--- src/rtl/ppl_pkg.sv ---
// shared types and constants of the parameter list parser
package ppl_pkg;

  localparam int VALUE_BITS = 16;

  // result queue, depth must be a power of two and at least two
  localparam int Q_DEPTH = 4;
  localparam int QPTR_W  = $clog2(Q_DEPTH);
  localparam int QCNT_W  = $clog2(Q_DEPTH + 1);

  localparam logic [3:0] PARAM_LIMIT_RST = 4'd4;

  localparam logic [1:0] ST_OK       = 2'd0;
  localparam logic [1:0] ST_BADPARAM = 2'd1;
  localparam logic [1:0] ST_NOOPEN   = 2'd2;
  localparam logic [1:0] ST_NOCLOSE  = 2'd3;

  localparam logic KIND_VALUE  = 1'b0;
  localparam logic KIND_STATUS = 1'b1;

  localparam logic [7:0] CH_SPACE = 8'h20;
  localparam logic [7:0] CH_LPAR  = 8'h28;
  localparam logic [7:0] CH_RPAR  = 8'h29;
  localparam logic [7:0] CH_DOT   = 8'h2E;
  localparam logic [7:0] CH_0     = 8'h30;
  localparam logic [7:0] CH_9     = 8'h39;
  localparam logic [7:0] CH_UA    = 8'h41;
  localparam logic [7:0] CH_UF    = 8'h46;
  localparam logic [7:0] CH_UX    = 8'h58;
  localparam logic [7:0] CH_UZ    = 8'h5A;
  localparam logic [7:0] CH_LA    = 8'h61;
  localparam logic [7:0] CH_LF    = 8'h66;
  localparam logic [7:0] CH_LX    = 8'h78;
  localparam logic [7:0] CH_LZ    = 8'h7A;

  typedef struct packed {
    logic        kind;
    logic [3:0]  param_index;
    logic [15:0] param_value;
    logic [1:0]  status;
    logic        is_last;
  } res_t;

  // results made by one character, zero to two of them
  typedef struct packed {
    logic [1:0] n;
    res_t       r0;
    res_t       r1;
  } push_t;

  typedef struct packed {
    logic valid;
    logic room;
  } q_stat_t;

endpackage

--- src/rtl/ppl_front.sv ---
// front end: takes characters, tokenizes and parses them into result items
module ppl_front (
  input  logic              clk,
  input  logic              rst_n,
  input  logic              cfg_wr_en,
  input  logic [3:0]        cfg_wr_data,
  input  logic              in_tvalid,
  output logic              in_tready,
  input  logic [7:0]        in_tdata,
  input  logic              in_tlast,
  input  logic              q_room,
  output ppl_pkg::push_t    push
);
  import ppl_pkg::*;

  typedef enum logic [1:0] {M_BETWEEN, M_NAME, M_NUMBER} mode_t;
  typedef enum logic [1:0] {B_DEC, B_OCT, B_HEX, B_ZERO} base_t;
  typedef enum logic [2:0] {P_OPEN, P_VAL, P_SEP, P_DOTVAL, P_SEP2, P_DONE} phase_t;
  typedef enum logic [1:0] {TK_CHAR, TK_NAME, TK_NUM, TK_EMPTY} tok_t;

  typedef struct packed {
    mode_t                 token_mode;
    base_t                 number_base;
    logic [VALUE_BITS-1:0] number_accum;
    logic                  number_stopped;
    phase_t                parse_phase;
    logic [3:0]            param_count;
    logic [VALUE_BITS-1:0] param_accum;
  } st_t;

  typedef struct packed {
    st_t        s;
    logic [1:0] n;
    res_t       r0;
    res_t       r1;
  } wk_t;

  function automatic st_t clear_state();
    st_t s;
    s.token_mode     = M_BETWEEN;
    s.number_base    = B_DEC;
    s.number_accum   = '0;
    s.number_stopped = 1'b0;
    s.parse_phase    = P_OPEN;
    s.param_count    = '0;
    s.param_accum    = '0;
    return s;
  endfunction

  function automatic logic is_alpha(logic [7:0] c);
    return (c >= CH_LA && c <= CH_LZ) || (c >= CH_UA && c <= CH_UZ);
  endfunction

  function automatic logic is_digit(logic [7:0] c);
    return c >= CH_0 && c <= CH_9;
  endfunction

  function automatic logic [4:0] digit_val(logic [7:0] c);
    logic [4:0] d;
    d = 5'd16;
    if (is_digit(c)) d = {1'b0, c[3:0]};
    else if ((c >= CH_LA && c <= CH_LF) || (c >= CH_UA && c <= CH_UF))
      d = 5'(c[3:0]) + 5'd9;
    return d;
  endfunction

  function automatic st_t num_char(st_t s_in, logic [7:0] c);
    st_t        s;
    logic       go;
    logic [4:0] radix;
    logic [4:0] d;
    logic [VALUE_BITS-1:0] scaled;
    s  = s_in;
    go = !s.number_stopped;
    if (go && s.number_base == B_ZERO) begin
      if (c == CH_LX || c == CH_UX) begin
        s.number_base = B_HEX;
        go = 1'b0;
      end else begin
        s.number_base = B_OCT;
      end
    end
    radix  = (s.number_base == B_HEX) ? 5'd16 : (s.number_base == B_OCT) ? 5'd8 : 5'd10;
    scaled = (s.number_base == B_HEX) ? (s.number_accum << 4) :
             (s.number_base == B_OCT) ? (s.number_accum << 3) :
             ((s.number_accum << 3) + (s.number_accum << 1));
    d = digit_val(c);
    if (go) begin
      if (d >= radix) s.number_stopped = 1'b1;
      else s.number_accum = scaled + VALUE_BITS'(d);
    end
    return s;
  endfunction

  function automatic st_t num_start(st_t s_in, logic [7:0] c);
    st_t s;
    s = s_in;
    s.number_stopped = 1'b0;
    if (c == CH_0) begin
      s.number_base  = B_ZERO;
      s.number_accum = '0;
    end else begin
      s.number_base  = B_DEC;
      s.number_accum = VALUE_BITS'(c[3:0]);
    end
    return s;
  endfunction

  // results beyond the second are dropped
  function automatic wk_t emit(wk_t w_in, res_t r);
    wk_t w;
    w = w_in;
    if (w.n == 2'd0) begin
      w.r0 = r;
      w.n  = 2'd1;
    end else if (w.n == 2'd1) begin
      w.r1 = r;
      w.n  = 2'd2;
    end
    return w;
  endfunction

  function automatic wk_t finish(wk_t w_in, logic [1:0] st);
    wk_t  w;
    res_t r;
    r.kind        = KIND_STATUS;
    r.param_index = '0;
    r.param_value = '0;
    r.status      = st;
    r.is_last     = 1'b1;
    w = emit(w_in, r);
    w.s.parse_phase = P_DONE;
    return w;
  endfunction

  function automatic wk_t emit_value(wk_t w_in);
    res_t r;
    r.kind        = KIND_VALUE;
    r.param_index = w_in.s.param_count;
    r.param_value = 16'(w_in.s.param_accum);
    r.status      = ST_OK;
    r.is_last     = 1'b0;
    return emit(w_in, r);
  endfunction

  function automatic wk_t sep_seen(wk_t w_in, tok_t k, logic [7:0] code, logic at_end,
                                   logic [3:0] limit);
    wk_t        w;
    logic [1:0] st;
    w  = w_in;
    st = (k == TK_CHAR && code == CH_RPAR) ? ST_OK : ST_NOCLOSE;
    if (at_end) begin
      w = finish(w, st);
    end else begin
      w.s.param_count = w.s.param_count + 4'd1;
      if (w.s.param_count >= limit) w = finish(w, st);
      else w.s.parse_phase = P_VAL;
    end
    return w;
  endfunction

  function automatic wk_t deliver(wk_t w_in, tok_t k, logic [7:0] code, logic at_end,
                                  logic [3:0] limit);
    wk_t w;
    w = w_in;
    unique case (w.s.parse_phase)
      P_OPEN: begin
        if (k == TK_CHAR && code == CH_LPAR) begin
          if (limit == 4'd0) begin
            w = finish(w, ST_NOCLOSE);
          end else begin
            w.s.param_count = '0;
            w.s.parse_phase = P_VAL;
          end
        end else begin
          w = finish(w, ST_NOOPEN);
        end
      end
      P_VAL: begin
        if (k == TK_NUM) begin
          w.s.param_accum = w.s.number_accum;
          w.s.parse_phase = P_SEP;
        end else begin
          w = finish(w, ST_BADPARAM);
        end
      end
      P_SEP: begin
        if (k == TK_CHAR && code == CH_DOT) begin
          w.s.parse_phase = P_DOTVAL;
        end else begin
          w = emit_value(w);
          w = sep_seen(w, k, code, at_end, limit);
        end
      end
      P_DOTVAL: begin
        if (k == TK_NUM) begin
          w.s.param_accum = (w.s.param_accum << 8) + w.s.number_accum;
          w = emit_value(w);
          w.s.parse_phase = P_SEP2;
        end else begin
          w = finish(w, ST_BADPARAM);
        end
      end
      P_SEP2: begin
        w = sep_seen(w, k, code, at_end, limit);
      end
      default: begin
      end
    endcase
    return w;
  endfunction

  st_t        st_r, st_nxt;
  logic [3:0] limit_r;
  logic       acc;
  wk_t        w;

  assign in_tready = q_room;
  assign acc       = in_tvalid && in_tready;

  always_comb begin
    w    = '0;
    w.s  = st_r;
    // a pending name or number ends at any character that is not alphanumeric
    if (w.s.token_mode != M_BETWEEN) begin
      if (is_alpha(in_tdata) || is_digit(in_tdata)) begin
        if (w.s.token_mode == M_NUMBER) w.s = num_char(w.s, in_tdata);
      end else begin
        w = deliver(w, (w.s.token_mode == M_NAME) ? TK_NAME : TK_NUM, '0, 1'b0, limit_r);
        w.s.token_mode = M_BETWEEN;
      end
    end
    if (w.s.token_mode == M_BETWEEN && in_tdata != CH_SPACE) begin
      if (is_alpha(in_tdata)) begin
        w.s.token_mode = M_NAME;
      end else if (is_digit(in_tdata)) begin
        w.s.token_mode = M_NUMBER;
        w.s = num_start(w.s, in_tdata);
      end else begin
        w = deliver(w, TK_CHAR, in_tdata, in_tlast, limit_r);
      end
    end
    if (in_tlast) begin
      if (w.s.token_mode != M_BETWEEN)
        w = deliver(w, (w.s.token_mode == M_NAME) ? TK_NAME : TK_NUM, '0, 1'b1, limit_r);
      w = deliver(w, TK_EMPTY, '0, 1'b1, limit_r);
      w.s = clear_state();
    end
    st_nxt = w.s;
    push.n  = acc ? w.n : 2'd0;
    push.r0 = w.r0;
    push.r1 = w.r1;
  end

  always_ff @(posedge clk) begin
    if (!rst_n) begin
      st_r    <= clear_state();
      limit_r <= PARAM_LIMIT_RST;
    end else begin
      if (cfg_wr_en) limit_r <= cfg_wr_data;
      if (acc) st_r <= st_nxt;
    end
  end

endmodule

--- src/rtl/ppl_queue.sv ---
// result queue: up to two items in per cycle, one out, head drives the output
module ppl_queue (
  input  logic               clk,
  input  logic               rst_n,
  input  ppl_pkg::push_t     push,
  input  logic               pop_ready,
  output ppl_pkg::res_t      head,
  output ppl_pkg::q_stat_t   stat
);
  import ppl_pkg::*;

  res_t              mem_r [Q_DEPTH];
  logic [QPTR_W-1:0] wr_ptr_r, wr_ptr_nxt, wr_ptr1;
  logic [QPTR_W-1:0] rd_ptr_r, rd_ptr_nxt;
  logic [QCNT_W-1:0] cnt_r, cnt_nxt;
  logic              pop;

  assign stat.valid = (cnt_r != '0);
  assign stat.room  = (cnt_r <= QCNT_W'(Q_DEPTH - 2));
  assign head       = mem_r[rd_ptr_r];
  assign pop        = stat.valid && pop_ready;
  assign wr_ptr1    = wr_ptr_r + QPTR_W'(1);

  always_comb begin
    wr_ptr_nxt = wr_ptr_r + QPTR_W'(push.n);
    rd_ptr_nxt = rd_ptr_r + QPTR_W'(pop);
    cnt_nxt    = cnt_r + QCNT_W'(push.n) - QCNT_W'(pop);
  end

  always_ff @(posedge clk) begin
    if (!rst_n) begin
      wr_ptr_r <= '0;
      rd_ptr_r <= '0;
      cnt_r    <= '0;
    end else begin
      wr_ptr_r <= wr_ptr_nxt;
      rd_ptr_r <= rd_ptr_nxt;
      cnt_r    <= cnt_nxt;
    end
  end

  always_ff @(posedge clk) begin
    if (push.n != 2'd0) mem_r[wr_ptr_r] <= push.r0;
    if (push.n == 2'd2) mem_r[wr_ptr1] <= push.r1;
  end

endmodule

--- src/rtl/paren_param_list_parser_top.sv ---
// Parser for parenthesized numeric parameter lists, one character per item.
// Input channel: one character per item in in_tdata, in_tlast set on the last
// character of a command text. Output channel: parameter values (out_tuser 0)
// and one closing status per text (out_tuser 1, out_tlast 1).
// cfg_wr_en/cfg_wr_data set the most parameters taken in one list; write it
// only while the block is idle.
// Throughput: one character per cycle while the queue has room. A result is
// registered into the queue when its character is accepted. A character makes
// at most two results; they go into a four-entry queue whose head drives the
// output. in_tready drops while fewer than two queue entries are free, so a
// stalled receiver holds off the sender once three or four results are
// pending; nothing is lost. Sustained rate is set by the output side at one
// result a cycle.
// Reset: list limit goes to 4, the parser waits for an opening paren and the
// queue is emptied.
module paren_param_list_parser_top (
  input  logic        clk,
  input  logic        rst_n,
  input  logic        cfg_wr_en,
  input  logic [3:0]  cfg_wr_data,   // param_limit
  input  logic        in_tvalid,
  output logic        in_tready,
  input  logic [7:0]  in_tdata,      // char_code
  input  logic        in_tlast,
  output logic        out_tvalid,
  input  logic        out_tready,
  output logic [23:0] out_tdata,     // param_index[3:0], param_value[19:4], status[21:20], zero
  output logic        out_tuser,     // kind
  output logic        out_tlast
);
  import ppl_pkg::*;

  push_t   push;
  res_t    head;
  q_stat_t q_stat;

  ppl_front u_front (
    .clk        (clk),
    .rst_n      (rst_n),
    .cfg_wr_en  (cfg_wr_en),
    .cfg_wr_data(cfg_wr_data),
    .in_tvalid  (in_tvalid),
    .in_tready  (in_tready),
    .in_tdata   (in_tdata),
    .in_tlast   (in_tlast),
    .q_room     (q_stat.room),
    .push       (push)
  );

  ppl_queue u_queue (
    .clk      (clk),
    .rst_n    (rst_n),
    .push     (push),
    .pop_ready(out_tready),
    .head     (head),
    .stat     (q_stat)
  );

  assign out_tvalid = q_stat.valid;
  assign out_tdata  = {2'b00, head.status, head.param_value, head.param_index};
  assign out_tuser  = head.kind;
  assign out_tlast  = head.is_last;

`ifndef SYNTH
  // a status item always closes the text, a value never does
  a_status_is_last: assert property (@(posedge clk) disable iff (!rst_n)
    out_tvalid |-> (out_tuser == out_tlast))
    else $error("status/last mismatch");

  // values carry status ok
  a_value_status_ok: assert property (@(posedge clk) disable iff (!rst_n)
    (out_tvalid && !out_tuser) |-> (out_tdata[21:20] == ST_OK))
    else $error("value item with nonzero status");

  // results enter the queue only on an accepted item
  a_push_on_accept: assert property (@(posedge clk) disable iff (!rst_n)
    (push.n != 2'd0) |-> (in_tvalid && in_tready))
    else $error("queue push without accepted item");

  // an empty queue always has room
  a_empty_ready: assert property (@(posedge clk) disable iff (!rst_n)
    !out_tvalid |-> in_tready)
    else $error("input stalled with empty queue");
`endif

endmodule
--- config.mk ---
export PLATFORM = sky130hd
export DESIGN_NAME = paren_param_list_parser_top
export DESIGN_NICKNAME = d
export VERILOG_FILES = /design/src/rtl/ppl_pkg.sv /design/src/rtl/ppl_front.sv /design/src/rtl/ppl_queue.sv /design/src/rtl/paren_param_list_parser_top.sv
export SDC_FILE = /design/constraint.sdc
export NUM_CORES = 1
export LEC_CHECK = 0
export ABC_CLOCK_PERIOD_IN_PS = 9700
export BUFFER_PORTS_ARGS = -buffer_cell sky130_fd_sc_hd__buf_2
export CORE_MARGIN = 1.5
export CORE_UTILIZATION = 51
export CTS_BUF_LIST = sky130_fd_sc_hd__clkbuf_16
export CTS_CLUSTER_DIAMETER = 30
export DETAILED_ROUTE_END_ITERATION = 10
export PLACE_DENSITY = 0.79
export SYNTH_ARGS = -nofsm -noshare
export SYNTH_HDL_FRONTEND = slang
export SYNTH_SLANG_ARGS = --single-unit
export TNS_END_PERCENT = 5
--- constraint.sdc ---
create_clock -name clk -period 9.7 [get_ports clk]
set_input_delay 1.94 -clock clk [delete_from_list [all_inputs] [get_ports clk]]
set_output_delay 1.94 -clock clk [all_outputs]
set_load 0.005 [all_outputs]
==> flow_metrics.env <==
export IMPL_dp_hpwl_microns=34100
export IMPL_global_route_wire_length_before_repair_microns=72400
export IMPL_critPathArrivalTime_ps=9490
export IMPL_synthDominantAreaCellType="edfxtp_1"
export IMPL_design_portCount=46
export IMPL_place_worst_setup_slack_ps=294
export IMPL_unrepaired_setup_endpoints_after_global_routing="no"
export IMPL_grt_start_max_net_pins=56
export IMPL_fin_ws_ps=499
export IMPL_dr_pass1_iters=6
export IMPL_yosysWarnings=0
export IMPL_routed_via_count=13600
export IMPL_cts_hold_buffers=0
export IMPL_fin_cells=1969
export IMPL_hold_ws_ps=525
export IMPL_design_core_area_sq_mm=0.0268
export IMPL_timing_final_setup_violations=0
export IMPL_asyncSetResetFlopFracSynth_pct=0
export IMPL_max_transition_viols_final=0
export IMPL_insertedDiodeCount=0
export IMPL_fmax_mhz=109
export IMPL_syn_area_per_cell_sq_um=8.58
export IMPL_clock_tree_htree_level_count=4
export IMPL_place_gp_congestion=1.04
export IMPL_netSwitchingFraction_pct=38.7
export IMPL_post_route_drc_count=0
export IMPL_via_per_inst=6.91
export IMPL_overall_track_demand_over_capacity_in_global_routing_pct=32.7
export IMPL_holdPathEnd="u_front.st_r[41]"
export IMPL_most_common_flop_cell_mapped_by_yosys="edfxtp_1"
export IMPL_synth_seq_area_share_pct=27.8
export IMPL_post_place_cells=1937
export IMPL_tritoncts="done"
export IMPL_overflow=0
export IMPL_clock_sinks=147
export IMPL_cts_setup_buffers=0
export IMPL_post_synth_main_area_contributors="edfxtp_1 (20%), dfxtp_1 (7.9%), ha_1 (5.9%)"
export IMPL_post_cts_clock_slew_at_the_launch_and_capture_registers_of_the_worst_setup_and_hold_paths_ps=70
export IMPL_cp_common_cell="ha_1"
export IMPL_first_iter_violations=1815
export IMPL_count_of_nets_left_with_antenna_violations_after_detail_routing=0
export IMPL_cts_made_buffers=17
export IMPL_number_of_antenna_violations_at_the_first_check_in_global_routing=0
export IMPL_highest_cell_delay_on_the_worst_timing_path_ps=540
export IMPL_port_buffers=43
export IMPL_hold_path_depth=2
export IMPL_synth_enable_flop_cells=92
export IMPL_ctsRootBufferMaster="clkbuf_16"
export IMPL_grt_pass1_vias=12800
export IMPL_cts_repair_resized=0
export IMPL_critical_path_endpoint_type="register"
export IMPL_final_setup_tns_ps=0
export IMPL_sort_of_element_at_the_start_of_the_critical_path="primary input"
export IMPL_hp_start="u_front.st_r[41]"
export IMPL_totalWireLength_microns=46100
export IMPL_timing_setup_critical_path_class="primary input to register"
export IMPL_count_of_maximum_capacitance_violations=0
export IMPL_netlist_top_cells_count="a21oi_1 (127), nand2_1 (123), nor2_1 (120)"
export IMPL_share_seq_of_total_power_pct=33.9
export IMPL_nets=1702
export IMPL_critical_path_slowest_cell="a211oi_1"
export IMPL_crit_reg2reg_launch="u_front.st_r[21]"
export IMPL_die_w_microns=168
export IMPL_power_per_cell_area_mw_per_mm2=154
export IMPL_power_leakage_nw=5.45
export IMPL_netSwitchingPower_mw=0.889
export IMPL_finalCritPeriodShare_pct=94.9
export IMPL_post_route_min_period_ps=9200
export IMPL_yosysUniqueCellTypes=100
export IMPL_clock_skew_ps=14.1
export IMPL_post_synth_inst_count=1618
export IMPL_power_internal_mw=1.41
export IMPL_floorplan_die_height_microns=168
export IMPL_post_synth_top_area_fraction_pct=19.9
export IMPL_cts_max_path_buffers=2
export IMPL_clockPowerShare_pct=27.8
export IMPL_floorplan_die_area_sq_mm=0.0282
export IMPL_synthMostInstantiatedCell="a21oi_1"
export IMPL_syn_to_final_growth_pct=7.30
export IMPL_combinational_cell_fraction_of_total_power_pct=38.3
export IMPL_type_of_the_worst_min_delay_path="register to register"
export IMPL_worstSkewPairLatency_ps=440
export IMPL_finalHoldViolCount=0
export IMPL_worst_r2r_cell_count=26
export IMPL_filler_cell_count=2440
export IMPL_fp_row_count=60
export IMPL_mapped_cell_area_sq_mm=0.0139
export IMPL_slew_headroom_pct=15.1
export IMPL_run_status="completed"
export IMPL_vdd_ir_drop_max_uv=115
export IMPL_layout_cell_share_with_drive_strength_beyond_1_pct=13.5
export IMPL_worstPathRequired_ps=9990
export IMPL_avgRoutedWirePerCell_microns=23.4
export IMPL_worstReg2RegEnd="u_queue.mem_r[2][13]"
export IMPL_critical_path_max_fanout=12
export IMPL_tightest_slew_ps=1270
export IMPL_start_util_pct=51.8
export IMPL_synth_seq_cells=147
export IMPL_rrSetupSlack_ps=2040
[through the flow]
| step | instance area, sq um | util (%) | power [mW] |
|---|---|---|---|
| 5_1_grt | 14900 | 55.6 | 2.40 |
| 4_1_cts | 14900 | 55.6 | 2.28 |
| 6_report | 14900 | 55.6 | 2.30 |
| 3_5_place_dp | 14300 | 53.5 | 1.65 |
| 3_3_place_gp | 14300 | 53.5 | 1.64 |
| 2_1_floorplan | 13900 | - | 1.40 |
[area by class of cell]
cell class,count,area (sq um),area share [%]
sequential,147,3860,25.9
inverter,55,206,1.39
timing repair buffer,79,485,3.26
tap,341,427,2.87
clock buffer,17,425,2.86
clock inverter,15,121,0.815
multi-input combinational,1315,9360,62.9
[sequential cells by signal, summed over array words and instances, names as in the netlist]
| name | flops |
|---|---|
| u_queue.mem_r | 92 |
| u_front.st_r | 44 |
| u_front.limit_r | 4 |
| u_queue.cnt_r | 3 |
| u_queue.rd_ptr_r | 2 |
| u_queue.wr_ptr_r | 2 |
[cell usage in the layout (no fill, tap or decap), types with 17 or more instances in the layout]
master / n
buf_4: 36
xnor2_1: 26
nand3_1: 43
a21o_1: 23
edfxtp_1: 92
o22ai_1: 22
a211oi_1: 25
and2_1: 34
nor2b_1: 45
inv_1: 55
ha_1: 65
mux4_2: 23
buf_2: 43
o21ai_0: 98
mux2i_1: 69
a22oi_1: 64
xor2_1: 18
nor2_1: 117
a31oi_1: 18
a21oi_1: 127
dfxtp_1: 55
nor3_1: 45
clkbuf_16: 17
nand2_1: 123
mux2_2: 31
[critical path, delay by kind of cell]
family / cells / cell delay [ps]
AO/OA/AOI/OAI: 9 / 2370
XOR/XNOR: 1 / 150
adder cells (fa/ha/maj): 4 / 1290
buffers and inverters: 3 / 390
multiplexers: 1 / 380
AND/OR/NAND/NOR: 11 / 2960
[routing by layer]
layer	global-route usage, %	vias to the layer above	routed length (microns)
met3	8.11	150	4840
met4	14.4	0	1960
met5	0	-	0
li1	-	6169	-
met2	51.4	809	20400
met1	42.6	6473	18900
[logic make-up (layout without fill, tap and decap cells)]
kind of cell / after synthesis / after routing / synth area share (%)
other cells: 1 / 2 / 0.0270
flops: 147 / 147 / 27.8
xor+xnor: 44 / 44 / 2.78
fa+ha+maj: 69 / 69 / 6.44
simple gates: 525 / 525 / 19.7
compound gates: 552 / 552 / 27.1
mux: 123 / 123 / 11.2
buf+inv: 157 / 166 / 4.87
[power groups by stage]
stage          clock, mW  sequential, mW  combinational [mW]
2_1_floorplan          0           0.779               0.618
3_3_place_gp           0           0.787               0.849
3_5_place_dp           0           0.792               0.858
4_1_cts            0.636           0.779               0.863
5_1_grt            0.662           0.785               0.951
6_report           0.638           0.780               0.880
[worst max path at each step]
stage,slack (ps),endpoint,depth (start not counted),from
2_1_floorplan,650,u_queue.mem_r[0][0],27,in_tdata[0]
3_3_place_gp,700,u_queue.mem_r[1][13],29,in_tdata[0]
3_5_place_dp,290,u_queue.mem_r[1][13],29,in_tdata[1]
4_1_cts,720,u_queue.mem_r[1][13],29,in_tdata[1]
5_1_grt,50,u_queue.mem_r[1][13],29,in_tdata[0]
6_report,500,u_queue.mem_r[2][13],29,in_tdata[1]
Note: power is estimated with default switching activity, not from simulation.
